`src/design/sli_pkg.sv`:
```
// Shared types and constants for the sorted list insert/delete block.
// No dependencies; used by sli_ctrl, sli_datapath and sorted_list_insert_delete.
`default_nettype none

package sli_pkg;

    localparam int DEPTH   = 16;
    localparam int VAL_W   = 32;
    localparam int COUNT_W = $clog2(DEPTH + 1);
    localparam int OUT_CNT_W = 5;

    // command codes carried on s_axis_tuser
    localparam logic CMD_INSERT = 1'b0;
    localparam logic CMD_DELETE = 1'b1;

    typedef enum logic {
        S_IDLE,
        S_EXEC
    } t_state;

    // controller -> datapath
    typedef struct packed {
        logic capture;  // latch operand and cell compare flags
        logic apply;    // shift cells, update count, load result register
    } t_dp_cmd;

endpackage

`default_nettype wire

```
`src/design/sli_ctrl.sv`:
```
// Controller state machine: input handshake, sequencing, result valid.
// Depends on sli_pkg.
`default_nettype none

module sli_ctrl (
    input  wire logic          i_clk,
    input  wire logic          i_rst_n,
    input  wire logic          i_in_valid,
    output logic               o_in_ready,
    output logic               o_out_valid,
    input  wire logic          i_out_ready,
    output sli_pkg::t_dp_cmd   o_dp_cmd
);

    sli_pkg::t_state r_state, n_state;
    logic            r_out_valid, n_out_valid;
    logic            w_out_free;

    assign w_out_free = !r_out_valid || i_out_ready;

    always_comb begin
        n_state = r_state;
        unique case (r_state)
            sli_pkg::S_IDLE: begin
                if (i_in_valid) n_state = sli_pkg::S_EXEC;
            end
            sli_pkg::S_EXEC: begin
                if (w_out_free) n_state = sli_pkg::S_IDLE;
            end
            default: n_state = sli_pkg::S_IDLE;
        endcase
    end

    always_comb begin
        o_in_ready       = 1'b0;
        o_dp_cmd.capture = 1'b0;
        o_dp_cmd.apply   = 1'b0;
        unique case (r_state)
            sli_pkg::S_IDLE: begin
                o_in_ready       = 1'b1;
                o_dp_cmd.capture = i_in_valid;
            end
            sli_pkg::S_EXEC: begin
                o_dp_cmd.apply = w_out_free;
            end
            default: begin
                o_in_ready = 1'b0;
            end
        endcase
    end

    always_comb begin
        n_out_valid = r_out_valid;
        if (o_dp_cmd.apply) n_out_valid = 1'b1;
        else if (i_out_ready) n_out_valid = 1'b0;
    end

    always_ff @(posedge i_clk) begin
        if (!i_rst_n) begin
            r_state     <= sli_pkg::S_IDLE;
            r_out_valid <= 1'b0;
        end else begin
            r_state     <= n_state;
            r_out_valid <= n_out_valid;
        end
    end

    assign o_out_valid = r_out_valid;

endmodule

`default_nettype wire

```
`src/design/sli_datapath.sv`:
```
// Datapath: row of compare-and-shift cells, entry count, order register, result register.
// Depends on sli_pkg.
`default_nettype none

module sli_datapath (
    input  wire logic                          i_clk,
    input  wire logic                          i_rst_n,
    input  wire sli_pkg::t_dp_cmd              i_dp_cmd,
    input  wire logic                          i_in_cmd,
    input  wire logic [sli_pkg::VAL_W-1:0]     i_in_value,
    input  wire logic                          i_cfg_wr_en,
    input  wire logic                          i_cfg_wr_data,
    output logic                               o_res_ok,
    output logic [sli_pkg::OUT_CNT_W-1:0]      o_res_count
);

    localparam int N = sli_pkg::DEPTH;
    localparam int W = sli_pkg::VAL_W;
    localparam int CW = sli_pkg::COUNT_W;

    logic [W-1:0]  r_store [N];
    logic [CW-1:0] r_count, n_count;
    logic          r_order;
    logic          r_cmd;
    logic [W-1:0]  r_val;
    logic [N-1:0]  r_after;  // value sorts after this held entry
    logic [N-1:0]  r_eq;     // held entry equals value
    logic [N-1:0]  n_after, n_eq;
    logic          r_ok;
    logic [sli_pkg::OUT_CNT_W-1:0] r_res_count;

    logic w_full, w_found, w_ok;

    // stage 1: parallel compares against the held entries
    for (genvar g = 0; g < N; g++) begin : g_cmp
        logic w_held;
        logic w_gt, w_lt;
        assign w_held = CW'(g) < r_count;
        assign w_gt   = $signed(i_in_value) > $signed(r_store[g]);
        assign w_lt   = $signed(i_in_value) < $signed(r_store[g]);
        assign n_after[g] = w_held && (r_order ? w_lt : w_gt);
        assign n_eq[g]    = w_held && (i_in_value == r_store[g]);
    end

    always_ff @(posedge i_clk) begin
        if (i_dp_cmd.capture) begin
            r_cmd   <= i_in_cmd;
            r_val   <= i_in_value;
            r_after <= n_after;
            r_eq    <= n_eq;
        end
    end

    // stage 2: shift decision per cell
    assign w_full  = r_count == CW'(N);
    assign w_found = |r_eq;
    assign w_ok    = (r_cmd == sli_pkg::CMD_INSERT) ? !w_full : w_found;

    for (genvar g = 0; g < N; g++) begin : g_cell
        logic [W-1:0] w_from_below;
        logic [W-1:0] w_from_above;
        logic [W-1:0] n_cell;
        logic         w_prev_after;
        if (g == 0) begin : g_first
            assign w_from_below = r_val;
            assign w_prev_after = 1'b1;
        end else begin : g_rest
            assign w_from_below = r_store[g-1];
            assign w_prev_after = r_after[g-1];
        end
        if (g == N - 1) begin : g_last
            assign w_from_above = r_store[g];
        end else begin : g_inner
            assign w_from_above = r_store[g+1];
        end

        always_comb begin
            n_cell = r_store[g];
            if (r_cmd == sli_pkg::CMD_INSERT) begin
                // lower-bound slot takes the value, later cells move up
                if (!r_after[g]) n_cell = w_prev_after ? r_val : w_from_below;
            end else begin
                // equal run is contiguous: first match and beyond move down
                if (!r_after[g]) n_cell = w_from_above;
            end
        end

        always_ff @(posedge i_clk) begin
            if (i_dp_cmd.apply && w_ok) r_store[g] <= n_cell;
        end
    end

    always_comb begin
        n_count = r_count;
        if (w_ok) begin
            if (r_cmd == sli_pkg::CMD_INSERT) n_count = r_count + CW'(1);
            else n_count = r_count - CW'(1);
        end
    end

    always_ff @(posedge i_clk) begin
        if (!i_rst_n) begin
            r_count <= '0;
            r_order <= 1'b0;
        end else if (i_dp_cmd.apply) begin
            r_count <= n_count;
        end else if (i_cfg_wr_en && (i_cfg_wr_data != r_order)) begin
            // order change empties the list
            r_order <= i_cfg_wr_data;
            r_count <= '0;
        end
    end

    always_ff @(posedge i_clk) begin
        if (i_dp_cmd.apply) begin
            r_ok        <= w_ok;
            r_res_count <= sli_pkg::OUT_CNT_W'(n_count);
        end
    end

    assign o_res_ok    = r_ok;
    assign o_res_count = r_res_count;

endmodule

`default_nettype wire

```
`src/design/sorted_list_insert_delete.sv`:
```
// Sorted list insert/delete, top level: joins sli_ctrl and sli_datapath.
// Depends on sli_pkg, sli_ctrl, sli_datapath.
// The input transfer registers the operand and compare flags; the EXEC state then loads
// the cells, count and result register, and a stalled result holds the command there.
// A new command is taken only once the last is applied; the compare step checks the
// operand against all held entries in parallel, the shift step shifts the cells and updates the count.
// Reset (synchronous, active low) empties the list, selects ascending order and
// drops any pending result; cell contents are not cleared.
`default_nettype none

module sorted_list_insert_delete (
    input  wire logic         i_clk,
    input  wire logic         i_rst_n,
    // command stream
    input  wire logic         s_axis_tvalid,
    output logic              s_axis_tready,
    input  wire logic [31:0]  s_axis_tdata,   // [31:0] value (signed)
    input  wire logic         s_axis_tuser,   // [0] command: 0 insert, 1 delete
    // result stream
    output logic              m_axis_tvalid,
    input  wire logic         m_axis_tready,
    output logic [7:0]        m_axis_tdata,   // [0] ok, [5:1] entry_count, [7:6] zero
    // order register: 0 ascending, 1 descending
    input  wire logic         i_cfg_wr_en,
    input  wire logic         i_cfg_wr_data
);

    sli_pkg::t_dp_cmd                 w_dp_cmd;
    logic                             w_res_ok;
    logic [sli_pkg::OUT_CNT_W-1:0]    w_res_count;

    // Controller: accepts a transfer only when idle; the result register holds a
    // finished result while the next command is taken and compared.
    sli_ctrl u_ctrl (
        .i_clk       (i_clk),
        .i_rst_n     (i_rst_n),
        .i_in_valid  (s_axis_tvalid),
        .o_in_ready  (s_axis_tready),
        .o_out_valid (m_axis_tvalid),
        .i_out_ready (m_axis_tready),
        .o_dp_cmd    (w_dp_cmd)
    );

    // Datapath: one compare-and-shift cell per entry.
    sli_datapath u_dp (
        .i_clk         (i_clk),
        .i_rst_n       (i_rst_n),
        .i_dp_cmd      (w_dp_cmd),
        .i_in_cmd      (s_axis_tuser),
        .i_in_value    (s_axis_tdata),
        .i_cfg_wr_en   (i_cfg_wr_en),
        .i_cfg_wr_data (i_cfg_wr_data),
        .o_res_ok      (w_res_ok),
        .o_res_count   (w_res_count)
    );

    assign m_axis_tdata = {2'b00, w_res_count, w_res_ok};

endmodule

`default_nettype wire
```
`config.mk`:
```
export PLATFORM = sky130hd
export DESIGN_NAME = sorted_list_insert_delete
export DESIGN_NICKNAME = d
export VERILOG_FILES = /design/src/design/sli_pkg.sv /design/src/design/sli_ctrl.sv /design/src/design/sli_datapath.sv /design/src/design/sorted_list_insert_delete.sv
export SDC_FILE = /design/constraint.sdc
export NUM_CORES = 2
export LEC_CHECK = 0
export BUFFER_PORTS_ARGS = -buffer_cell sky130_fd_sc_hd__buf_2
export CORE_UTILIZATION = 50
export CTS_BUF_LIST = sky130_fd_sc_hd__clkbuf_4 sky130_fd_sc_hd__clkbuf_8 sky130_fd_sc_hd__clkbuf_16
export CTS_CLUSTER_DIAMETER = 120
export DETAILED_ROUTE_END_ITERATION = 10
export PLACE_DENSITY = 0.71
export SYNTH_ARGS = -nofsm -noshare
export SYNTH_HDL_FRONTEND = slang
export SYNTH_SLANG_ARGS = --single-unit
```
`constraint.sdc`:
```
create_clock -name i_clk -period 11.4 [get_ports i_clk]
set_input_delay 1.71 -clock i_clk [delete_from_list [all_inputs] [get_ports i_clk]]
set_output_delay 1.71 -clock i_clk [all_outputs]
set_load 0.005 [all_outputs]
```
==> out/summary.txt <==
========================================================================================
Ports placed on the boundary                                                          49
Sequential cell fraction of total power                                            45.2%
Maximum net fanout on the critical path                                               17
Sequential cell area fraction in the yosys report                                  42.4%
Portion of the clock cycle consumed by the worst path in the final layout          38.5%
Routability congestion estimate                                                    0.894
Final routed wirelength across all metal layers                                   108 mm
Static leakage                                                                   19.7 nW
Number of antenna violations at the first check in global routing                      3
Fraction of the mapped netlist area in compound gates                              12.0%
DR DRC count                                                                           0
Finished Layout Cells                                                              5,266
Number of buffers and inverters on the critical path                                   1
Unrepaired setup endpoints after global routing                                       no
Number of warnings issued by yosys                                                     0
Power Density                                                                 133 nW/µm²
Critical path endpoint category                                                     flop
Number of gates given a new drive strength after cts                                   0
Post-synth EDFFs                                                                     583
Setup TNS Final                                                                     0 ps
Setup-violating endpoint count in the final report                                     0
Asr flop ratio synth                                                                  0%
TritonCTS clock tree                                                               built
Total GRT Usage                                                                    25.2%
Data arrival time of the critical path                                           4760 ps
Clock root cell                                                                clkbuf_16
Run status                                                                  finished, final reports clean
Post-synthesis average cell area                                                9.89 µm²
Share of cells above drive strength 1                                              5.93%
Area of the die                                                               84,400 µm²
DR pass1 iterations                                                                    6
Simple-Gate Fraction of Synth Area                                                 11.4%
Largest net degree at the start of global routing                                    298
Hold violation count in the final report                                               0
Die Y-Extent                                                                      291 µm
Cell area after synthesis                                                     41,600 µm²
X dimension of the die                                                            291 µm
Most used flip-flop cell after synthesis                                        edfxtp_1
CTS max path bufs                                                                      3
Delay contributed by the slowest stage of the critical path                       630 ps
Peak clock frequency supported by timing                                         228 MHz
Dpl hpwl                                                                         80.3 mm
Type of origin of the critical path                                            input pin
Number of synthesized register bits                                                  591
Worst-margin pin slew                                                            1190 ps
Cell with the largest stage delay on the worst path                            a2111oi_0
Reg clk slew, reported paths                                                       60 ps
Multi-input logic area                                                        21,400 µm²
Commonest non-fill, non-tap cells in the layout                             583 x edfxtp_1, 566 x nand2_1, 515 x ha_1
ANT cells                                                                              0
Number of gates on the worst path with buffers counted                                 9
Count of hold-fix buffers inserted at cts                                              0
Vias in the first global route                                                    30,900
Worst skew pair latency                                                           620 ps
Fraction of synthesized area in multiplexers                                       12.0%
Via/cell ratio                                                                      5.97
Classification of the worst setup path                                      input pin to flop
Maximum Capacitance Violations                                                         0
Fraction of power spent switching nets                                             28.4%
Via count                                                                         31,400
Shortest period the worst path allows                                            4390 ps
Final max-slew violation count                                                         0
Global-route wire length before repair                                            170 mm
Net total in the final layout                                                      4,698
Post-placement cell count                                                          5,141
Xor-xnor portion of the synthesized cell area                                     0.147%
Core Area                                                                     82,200 µm²
Length in cells of the worst reg-to-reg path                                           8
Violation count after the first detailed-routing iteration                         2,747
Final worst-path setup slack                                                     7010 ps
H-tree depth                                                                           3
Fill count                                                                         7,145
Combinational family with the most area after synthesis                      adder cells
# Post-CTS Setup Buffers                                                               0
Combinational share of power                                                       16.5%
Post-Synth Adder-Cell Area                                                         15.5%
Net switching power                                                            0.00170 W
Critical path's most frequent cell                                               a221o_1
Cell family with the largest share of critical-path delay                   compound AO/OA/AOI/OAI gates
Instance count along the most critical hold path                                       2
Total CTS buffers                                                                     71
Post-Route Skew                                                                  27.0 ps
Sequential cell area                                                          17,700 µm²
Area Growth Syn to Fin                                                             8.18%
Total Power Consumption                                                        0.00598 W
Worst relative slew slack                                                          20.7%
Global route total overflow                                                            0
Wire length per cell after detailed routing                                      20.6 µm
Proportion of power drawn by the clock network                                     38.2%
Reg2reg setup slack                                                              7530 ps
Leading cell type in the layout, fill and taps excluded                         edfxtp_1
Int Power                                                                      0.00428 W
Antenna violation net count after detailed routing                                     0
Quantity of I/O buffers inserted on ports                                             46
Critical Path RT                                                               11,770 ps
Std-Cell Rows                                                                        105
Synth unique cells                                                                    58
TritonCTS Sinks                                                                      591
Series of cell instances along the critical path                            buf_2 -> ha_1 -> and3_1 -> a221o_1 -> a221o_1 -> a2111oi_0 -> o21a_1 -> mux2_2 -> nand3b_1
Starting density of the core                                                       50.6%
Final cell utilization of the core                                                 54.8%
Maximum resistive drop on vdd                                                 0.000143 V
Post-synthesis cell count                                                          4,211
Placement Setup Slack                                                            6430 ps
Class of the tightest hold or removal check                                 flop to flop
========================================================================================
-- logic make-up after synthesis --
logic type	count (synthesis)
AND/OR/NAND/NOR	1008
AO/OA/AOI/OAI	874
buffers and inverters	720
flip-flops	591
adder cells (fa/ha/maj)	515
multiplexers	495
XOR/XNOR	7
other	1
-- through the flow --
stage	hold WS, ps	cell area, µm²
after global placement	539	42700
after floorplan	496	41600
final	563	45000
after CTS	563	45000
after global routing	595	45000
after detailed placement	548	42700
-- worst register-to-register path: cells and delay by family (launching register included) --
family / cells / cell delay [ps]
AO/OA/AOI/OAI: 1 / 620
adder cells (fa/ha/maj): 1 / 270
buffers and inverters: 2 / 540
flip-flops: 1 / 790
AND/OR/NAND/NOR: 4 / 1240
-- cell usage after synthesis (18+ instances only) --
| master | count | area share (%) |
|---|---|---|
| o211ai_1 | 18 | 0.32 |
| clkbuf_1 | 176 | 1.6 |
| and4_1 | 21 | 0.44 |
| ha_1 | 515 | 15 |
| a21o_1 | 64 | 1.2 |
| nor4_1 | 20 | 0.30 |
| nor3_1 | 35 | 0.42 |
| nor2_1 | 69 | 0.62 |
| edfxtp_1 | 583 | 42 |
| buf_1 | 36 | 0.32 |
| nand3_1 | 72 | 0.87 |
| nand4_1 | 110 | 1.7 |
| mux2_2 | 37 | 1.0 |
| nand2_1 | 566 | 5.1 |
| inv_1 | 504 | 4.5 |
| a21oi_1 | 179 | 2.2 |
| o21ai_0 | 513 | 6.2 |
| a221o_1 | 38 | 0.91 |
| mux2i_1 | 458 | 11 |
| nor2b_1 | 36 | 0.54 |
-- sequential cells by signal (all words and copies together), names as in the netlist --
name,cells
u_dp.r_count,5
u_dp.r_after,16
u_dp.g_cell.w_from_below,32
u_dp.r_store,512
u_dp.o_res_ok,1
u_dp.r_eq,16
u_ctrl.r_state,1
u_dp.r_cmd,1
u_dp.r_order,1
u_ctrl.o_out_valid,1
u_dp.o_res_count,5
-- worst paths after layout --
check                                           from                   end
worst min-delay path            u_dp.r_store[15][23]  u_dp.r_store[14][23]
worst max-delay path                s_axis_tdata[19]       u_dp.r_after[1]
worst max register to register       u_dp.r_count[0]   u_dp.r_store[14][6]
worst min register to register  u_dp.r_store[15][23]  u_dp.r_store[14][23]
-- power by group through the flow --
stage          logic, W  registers, W  clock network [W]
3_5_place_dp   0.000981       0.00274                  0
3_3_place_gp   0.000940       0.00274                  0
2_1_floorplan  0.000728       0.00267                  0
4_1_cts        0.000986       0.00270            0.00231
5_1_grt         0.00110       0.00272            0.00238
6_report       0.000988       0.00271            0.00229
-- per-layer routing --
layer | share of wire, % | track usage, %
met5 | 0 | 0
met4 | 4.3 | 11.1
met3 | 5.0 | 2.52
met2 | 45 | 40.6
met1 | 45 | 34.6
-- final cells by class --
cell class	count	share of cell area [%]
Multi-Input combinational cell	2901	47.5
Sequential cell	591	39.2
Clock buffer	95	4.55
Inverter	505	4.21
Tap cell	1070	2.97
Timing Repair Buffer	74	1.03
Clock inverter	30	0.533
Power figures use the tool's default switching activity.
